**config.mk**
```make
export PLATFORM = sky130hd
export DESIGN_NAME = vla_back
export DESIGN_NICKNAME = d
export VERILOG_FILES = /design/src/rtl/vla_pkg.sv /design/src/rtl/vla_back.sv
export SDC_FILE = /design/constraint.sdc
export NUM_CORES = 2
export LEC_CHECK = 0
export BUFFER_PORTS_ARGS = -buffer_cell sky130_fd_sc_hd__buf_2
export CAP_MARGIN = 20
export CORE_MARGIN = 4
export CORE_UTILIZATION = 65
export DETAILED_ROUTE_END_ITERATION = 8
export PLACE_DENSITY_LB_ADDON = 0.1
export SYNTH_ARGS = -nofsm -noshare
export SYNTH_HDL_FRONTEND = slang
export SYNTH_SLANG_ARGS = --single-unit
```
**constraint.sdc**
```tcl
create_clock -name clk -period 15.3 [get_ports clk]
set_input_delay 0.765 -clock clk [delete_from_list [all_inputs] [get_ports clk]]
set_output_delay 0.765 -clock clk [all_outputs]
set_load 0.02 [all_outputs]
```
**src/rtl/vla_pkg.sv**
```systemverilog
// Package with the types, constants and tables of the vector length and azimuth block.
`default_nettype none

package vla_pkg;

    // Coordinate width and number of rotation steps.
    localparam int COORD_WIDTH   = 32;
    localparam int CORDIC_STAGES = 30;

    // Derived widths.
    localparam int DIFF_W     = COORD_WIDTH + 1;
    localparam int SQ_W       = 2 * COORD_WIDTH + 1;
    localparam int REM_W      = SQ_W + 1;
    localparam int ROOT_W     = COORD_WIDTH + 1;
    localparam int SQRT_STEPS = COORD_WIDTH + 1;
    localparam int NORM_BIT   = 57;
    localparam int NORM_W     = NORM_BIT + 1;
    localparam int XY_W       = NORM_W + 4;
    localparam int ANG_W      = 32;
    localparam int LEN_W      = 33;
    localparam int OUT_ANG_W  = 31;
    localparam int CORE_STEPS = (SQRT_STEPS > CORDIC_STAGES) ? SQRT_STEPS : CORDIC_STAGES;
    // Three front stages, the shared steps, three back stages.
    localparam int LATENCY    = CORE_STEPS + 6;

    // Angle mode register codes.
    localparam logic [1:0] MODE_LENGTH  = 2'd0;
    localparam logic [1:0] MODE_AZIMUTH = 2'd1;
    localparam logic [1:0] MODE_EAST    = 2'd2;
    localparam logic [1:0] MODE_RESET   = MODE_AZIMUTH;

    // Binary angles, one full turn is 2^32.
    localparam logic [ANG_W-1:0] TURN_HALF    = 32'h8000_0000;
    localparam logic [ANG_W-1:0] TURN_QUARTER = 32'h4000_0000;
    localparam logic [ANG_W-1:0] TURN_3QUART  = 32'hC000_0000;

    // Scale factors to the output formats.
    localparam logic [31:0] PI_Q30 = 32'd3373259426;
    localparam logic [5:0]  DEG_MUL = 6'd45;

    // atan(2^-i) as a binary angle.
    localparam logic [ANG_W-1:0] ATAN_TURNS [40] = '{
        32'h20000000, 32'h12E4051E, 32'h09FB385B, 32'h051111D4, 32'h028B0D43,
        32'h0145D7E1, 32'h00A2F61E, 32'h00517C55, 32'h0028BE53, 32'h00145F2F,
        32'h000A2F98, 32'h000517CC, 32'h00028BE6, 32'h000145F3, 32'h0000A2FA,
        32'h0000517D, 32'h000028BE, 32'h0000145F, 32'h00000A30, 32'h00000518,
        32'h0000028C, 32'h00000146, 32'h000000A3, 32'h00000051, 32'h00000029,
        32'h00000014, 32'h0000000A, 32'h00000005, 32'h00000003, 32'h00000001,
        32'h00000001, 32'h00000000, 32'h00000000, 32'h00000000, 32'h00000000,
        32'h00000000, 32'h00000000, 32'h00000000, 32'h00000000, 32'h00000000
    };

    // Input beat.
    typedef struct packed {
        logic signed [COORD_WIDTH-1:0] x_start;
        logic signed [COORD_WIDTH-1:0] y_start;
        logic signed [COORD_WIDTH-1:0] x_end;
        logic signed [COORD_WIDTH-1:0] y_end;
    } vla_in_t;

    // Result beat.
    typedef struct packed {
        logic [LEN_W-1:0]     length;
        logic [OUT_ANG_W-1:0] angle_radians;
        logic [OUT_ANG_W-1:0] angle_degrees;
        logic                 degenerate;
    } vla_out_t;

    // Flags that travel beside the data through the pipeline.
    typedef struct packed {
        logic       degen;
        logic       dx_zero;
        logic       dy_neg;
        logic [1:0] mode;
    } side_t;

    // Working set of one shared step: root remainder and root, CORDIC vector and angle.
    typedef struct packed {
        logic [REM_W-1:0]       rem;
        logic [ROOT_W-1:0]      root;
        logic signed [XY_W-1:0] x;
        logic signed [XY_W-1:0] y;
        logic [ANG_W-1:0]       z;
    } stage_t;

endpackage

`default_nettype wire

```
**src/rtl/vla_back.sv**
```systemverilog
// Back stages: length rounding, angle selection and scaling to radians and degrees.
`default_nettype none

module vla_back
    import vla_pkg::*;
(
    input  wire logic   clk,
    input  wire logic   rst_n,
    input  wire logic   in_valid,
    input  wire stage_t in_stage,
    input  wire side_t  in_side,
    output logic        done,
    output vla_out_t    result
);

    logic             v1_reg, v2_reg, v3_reg;
    logic [LEN_W-1:0] len1_reg, len2_reg;
    logic [ANG_W-1:0] sel1_reg;
    side_t            sd1_reg, sd2_reg;
    logic [2*ANG_W-1:0] prad_reg;
    logic [37:0]        pdeg_reg;
    vla_out_t         res_reg;

    always_ff @(posedge clk or negedge rst_n)
    begin
        if (!rst_n)
        begin
            v1_reg <= 1'b0;
            v2_reg <= 1'b0;
            v3_reg <= 1'b0;
        end
        else
        begin
            v1_reg <= in_valid;
            v2_reg <= v1_reg;
            v3_reg <= v2_reg;
        end
    end

    // Round the root up when the remainder exceeds it; pick the angle.
    logic [ANG_W-1:0] theta;
    always_comb
    begin
        if (in_side.dx_zero)
            theta = in_side.dy_neg ? TURN_3QUART : TURN_QUARTER;
        else
            theta = in_stage.z;
    end

    always_ff @(posedge clk)
    begin
        len1_reg <= LEN_W'(in_stage.root)
                  + LEN_W'(in_stage.rem > REM_W'(in_stage.root));
        sel1_reg <= (in_side.mode == MODE_AZIMUTH) ? TURN_QUARTER - theta : theta;
        sd1_reg  <= in_side;
    end

    // Scale the binary angle by pi/8 and by 45/128.
    always_ff @(posedge clk)
    begin
        prad_reg <= (2*ANG_W)'(sel1_reg) * (2*ANG_W)'(PI_Q30);
        pdeg_reg <= 38'(sel1_reg) * 38'(DEG_MUL);
        len2_reg <= len1_reg;
        sd2_reg  <= sd1_reg;
    end

    // Round to nearest and apply the special cases.
    logic [2*ANG_W:0] rad_sum;
    logic [37:0]      deg_sum;
    logic             ang_on;
    vla_out_t         res_next;

    always_comb
    begin
        rad_sum = (2*ANG_W+1)'(prad_reg) + ((2*ANG_W+1)'(1) << 32);
        deg_sum = pdeg_reg + 38'd64;
        ang_on  = !sd2_reg.degen
                && (sd2_reg.mode == MODE_AZIMUTH || sd2_reg.mode == MODE_EAST);
        res_next.length        = sd2_reg.degen ? LEN_W'(1) : len2_reg;
        res_next.angle_radians = ang_on ? rad_sum[63:33] : '0;
        res_next.angle_degrees = ang_on ? deg_sum[37:7] : '0;
        res_next.degenerate    = sd2_reg.degen;
    end

    always_ff @(posedge clk)
    begin
        res_reg <= res_next;
    end

    assign done   = v3_reg;
    assign result = res_reg;

endmodule

`default_nettype wire

```
=== Yosys cells after proc, flatten, opt, wreduce, memory -nomap -nowiden ===
Index checks and enable logic that the tools add are counted.

* Register bits after elaboration: 304
* Input bits: 263
* Output and inout port bits: 97
* Logic and storage cells: 32

* Add/subtract/negate cells: 4
* Multiply operators: 2
* $lt $le $gt $ge: 1
* Equality and inequality tests: 3
* Multiplexer cells: 3
* Reductions and logical operators: 3

{| class="wikitable"
|+ Operator list
! kind !! number
|-
| two-way mux 32 bit || 3
|-
| greater-than comparator 66 x 33 -> 1 bit || 1
|-
| adder 64 x 33 -> 64 bit (second input constant) || 1
|-
| multiplier 32 x 31 -> 63 bit (second input constant) || 1
|-
| adder 38 x 7 -> 38 bit (second input constant) || 1
|-
| multiplier 32 x 6 -> 38 bit (second input constant) || 1
|-
| adder 33 x 1 -> 33 bit || 1
|-
| subtractor 31 x 32 -> 32 bit (first input constant) || 1
|-
| == test 2 x 1 -> 1 bit (second input constant) || 2
|-
| == test 2 bit (second input constant) || 1
|-
| logical AND 1 bit || 1
|-
| logical NOT 1 bit || 1
|-
| logical OR 1 bit || 1
|}

=== Logic depth before layout (Yosys ltp) ===
* Depth after elaboration: 4
* Depth in mapped cells: 25
* Gate-level depth less buffers: 25

=== Least setup slack after synthesis ===
OpenSTA, ideal clock, no wires.

* Path kind: flip-flop to flip-flop
* From: reg sel1_reg[9]
* To: reg prad_reg[62]
* Library setup time: 0.118 ns
* Arrival time: 6.545 ns
* Required time: 15.182 ns
* Slack: 8.637 ns
* Cell stages (with the launch flop): 26
* Path buffers: 0
* Clock period less this slack: 6.663 ns
* Cell sequence: dfxtp_1 > inv_1 > fa_1 > xnor2_1 > ha_1 > inv_1 > fa_1 > inv_1 > ha_1 > inv_1 > fa_1 > inv_1 > fa_1 > fa_1 > ha_1 > ha_1 > nand2_1 > nor4_1 > o211ai_1 > o211ai_1 > a221oi_4 > a21oi_2 > a41oi_2 > o211ai_1 > a21oi_1 > xnor2_1

* Cells in the longest elaborated chain, start to end: 1

{| class="wikitable"
|+ RTL lines
! item !! RTL line !! source
|-
| from (decl) || vla_back.sv:18 || <nowiki>logic [ANG_W-1:0] sel1_reg;</nowiki>
|-
| from (signal assigned) || vla_back.sv:54 || <nowiki>sel1_reg <= (in_side.mode == MODE_AZIMUTH) ? TURN_QUARTER - theta : theta;</nowiki>
|-
| multiplier 32 x 31 -> 63 bit || vla_back.sv:61 || <nowiki>prad_reg <= (2*ANG_W)'(sel1_reg) * (2*ANG_W)'(PI_Q30);</nowiki>
|-
| to (signal assigned) || vla_back.sv:61 ||
|-
| to (decl) || vla_back.sv:20 || <nowiki>logic [2*ANG_W-1:0] prad_reg;</nowiki>
|}

Every way passes these cells.
A chain may end at the register's enable or synchronous reset.

=== Worst setup path after layout ===
Ends and elaborated chain as after synthesis.

==> summary.txt <==
Detailed routing
  • DRC: 0
  • Iteration-0 DRC Markers: 876
  • WL final: 65,760 µm
  • Vias/cell: 5.394
  • WL/cell: 18.62 µm
  • Post-DRT Antenna Nets: 0
  • DR pass1 iterations: 5
  • Vias: 19,050

Clocking
  • Root Driver: clkbuf_16
  • CTS tree: done
  • Clk_lat worst skew: 570 ps
  • Num CTS Buffers: 27
  • Post-CTS setup buffer count: 0
  • CTS Hold Bufs: 1
  • Reg clk slew, reported paths: 70 ps
  • Longest Clk Path Bufs: 3
  • Post-cts resize count: 0
  • H-tree Lvls: 1
  • Clock tree sinks: 267

Worst setup path
  • Worst R2R Path Depth: 25
  • Startpoint types: register
  • CP Class: register to register
  • Worst EP arrival: 8510 ps
  • Crit path max fanout: 8
  • Nature of the critical path endpoint: register
  • Worst EP required: 15,750 ps

Yosys
  • Post-synthesis sequential area ratio: 19.60%
  • Cell count after synthesis: 2,716
  • XOR/XNOR Fraction of Synth Area: 5.541%
  • Number of synthesized register bits: 267
  • Synth Area in Adders: 50.28%
  • Syn_nets: 3,835
  • Yosys warns: 0
  • Unique masters post-synth: 61
  • Main synth FF type: dfxtp_1
  • Compound-gate portion of the synthesized area: 7.000%
  • Simple-Gate Fraction of Synth Area: 8.135%
  • Number of flops mapped to enable cells by yosys: 0
  • Top cells by area, synth: fa_1, ha_1, dfxtp_1
  • Top-count cell post-synth: inv_1
  • Main combinational cell family by area after synthesis: adder cells
  • Post-synthesis mux area share: 0.2562%
  • Most frequent cells after synthesis: inv_1, ha_1, fa_1
  • Synth async-reset ratio: 1.124%
  • Synth Cell Area: 0.02735 mm²
  • Largest area contributor in the netlist: fa_1
  • Syn Area/Cell: 10.07 µm²
  • Synth top area share: 29.65%

Flow run
  • Maxcap violations: 0

Outcome
  • Run status: finished clean

Finish
  • P&R area growth vs syn: 10.22%
  • Share of cells above drive strength 1: 10.07%
  • Largest register FFs: 96
  • Fin util: 73.16%
  • Cell area after layout: 0.03014 mm²
  • Nets: 4,087

STA
  • RSZ-0062 raised after global routing: false
  • Final hold viol count: 0
  • Max-slew violation count: 0
  • Fmax: 124.1 MHz
  • Rel. slew slack: 26.17%
  • Worst-Margin Slew: 1105 ps
  • Worst Skew: 21.84 ps
  • Minimum clock period: 8060 ps
  • Final setup viols: 0
  • Setup TNS: 0 ps
  • Final period util: 52.68%

Die
  • FP Rows: 74
  • Num ports: 360
  • Die span in x: 213.1 µm
  • Core region area: 0.04120 mm²
  • Die area: 0.04542 mm²
  • Die Ht: 213.1 µm
  • Initial core utilization: 66.37%

Place
  • Area of placed instances: 0.02916 mm²
  • Gp weighted congestion: 0.9691
  • Number of buffers added on ports: 235
  • Dpl hpwl: 56,750 µm

Global route
  • Total GRT Usage: 29.53%
  • Vias in the first global route: 20,400
  • First-pass GRT wire length: 105,600 µm
  • GRT overflow: 0
  • Initial antenna violation count: 14
  • Largest net degree at the start of global routing: 44

Min path
  • Hold Crit Depth: 1
  • Hold WC Path Type: primary input to register
## stage by stage
stage | instances | hold slack, ps | worst slack [ps]
after floorplan | 2716 | 309.6 | 8637
after global placement | 3470 | 310.4 | 7245
after detailed placement | 3470 | 312.1 | 7238
after CTS | 3521 | 291.9 | 7210
after global routing | 3526 | 299.2 | 6798
final | 3531 | 311.0 | 7240
## per-layer routing
layer | vias to the layer above | global-route usage (%) | routed length, µm
met4 | 14 | 6.020 | 1432
met1 | 9273 | 40.05 | 28400
met2 | 499 | 49.13 | 31090
met3 | 115 | 6.979 | 4769
li1 | 9145 | - | -
met5 | - | 0 | 57
## logic make-up after synthesis
group,count (synthesis)
xor+xnor,173
mux,7
fa+ha+maj,856
compound gates,293
buf+inv,669
flops,267
simple gates,451
## critical path, cell delays in order, from the launching register on
cell,delay (ps)
dfxtp_1,650
inv_1,380
fa_1,730
xnor2_1,100
ha_1,280
inv_1,50
fa_1,530
inv_1,40
ha_1,290
inv_1,60
fa_1,470
inv_1,50
fa_1,500
fa_1,480
ha_1,310
ha_1,320
nand2_1,100
nor4_1,450
o211ai_1,200
o211ai_1,480
a221oi_4,170
a21oi_2,440
a41oi_2,280
o211ai_1,310
a21oi_1,130
xnor2_1,140
## layout make-up
cell class,count,area (µm²)
Multi-Input combinational cell,1780,19480
Fill cell,3123,11060
Sequential cell,267,5360
Inverter,651,2444
Timing Repair Buffer,241,1224
Clock buffer,32,734.5
Tap cell,532,665.6
Clock inverter,18,211.5
Antenna cell,10,25.02
## final timing paths
kind	endpoint	slack [ps]	from
max in group asynchronous	v2_reg	14630	rst_n
worst min-delay path	sd1_reg[4]	310	in_side[4]
worst max register to register	prad_reg[62]	7240	sel1_reg[9]
min in group asynchronous	v1_reg	560	rst_n
worst max-delay path	prad_reg[62]	7240	sel1_reg[9]
worst min register to register	len2_reg[28]	330	len1_reg[28]
## cell usage in the layout, fill, tap and decap left out, drive strengths merged, types with 21 or more instances in the layout
cell type / instances
nand3: 39
nor2b: 49
and3: 21
buf: 240
dfxtp: 264
nor3: 25
inv: 654
a21o: 61
xnor2: 107
clkbuf: 32
fa: 405
nand4: 32
o21ai: 56
a21oi: 93
ha: 451
nand2: 80
xor2: 66
nor2: 142
Power is not shown: default switching activity piles up to over one toggle a cycle in this logic, so the estimate is an artifact.
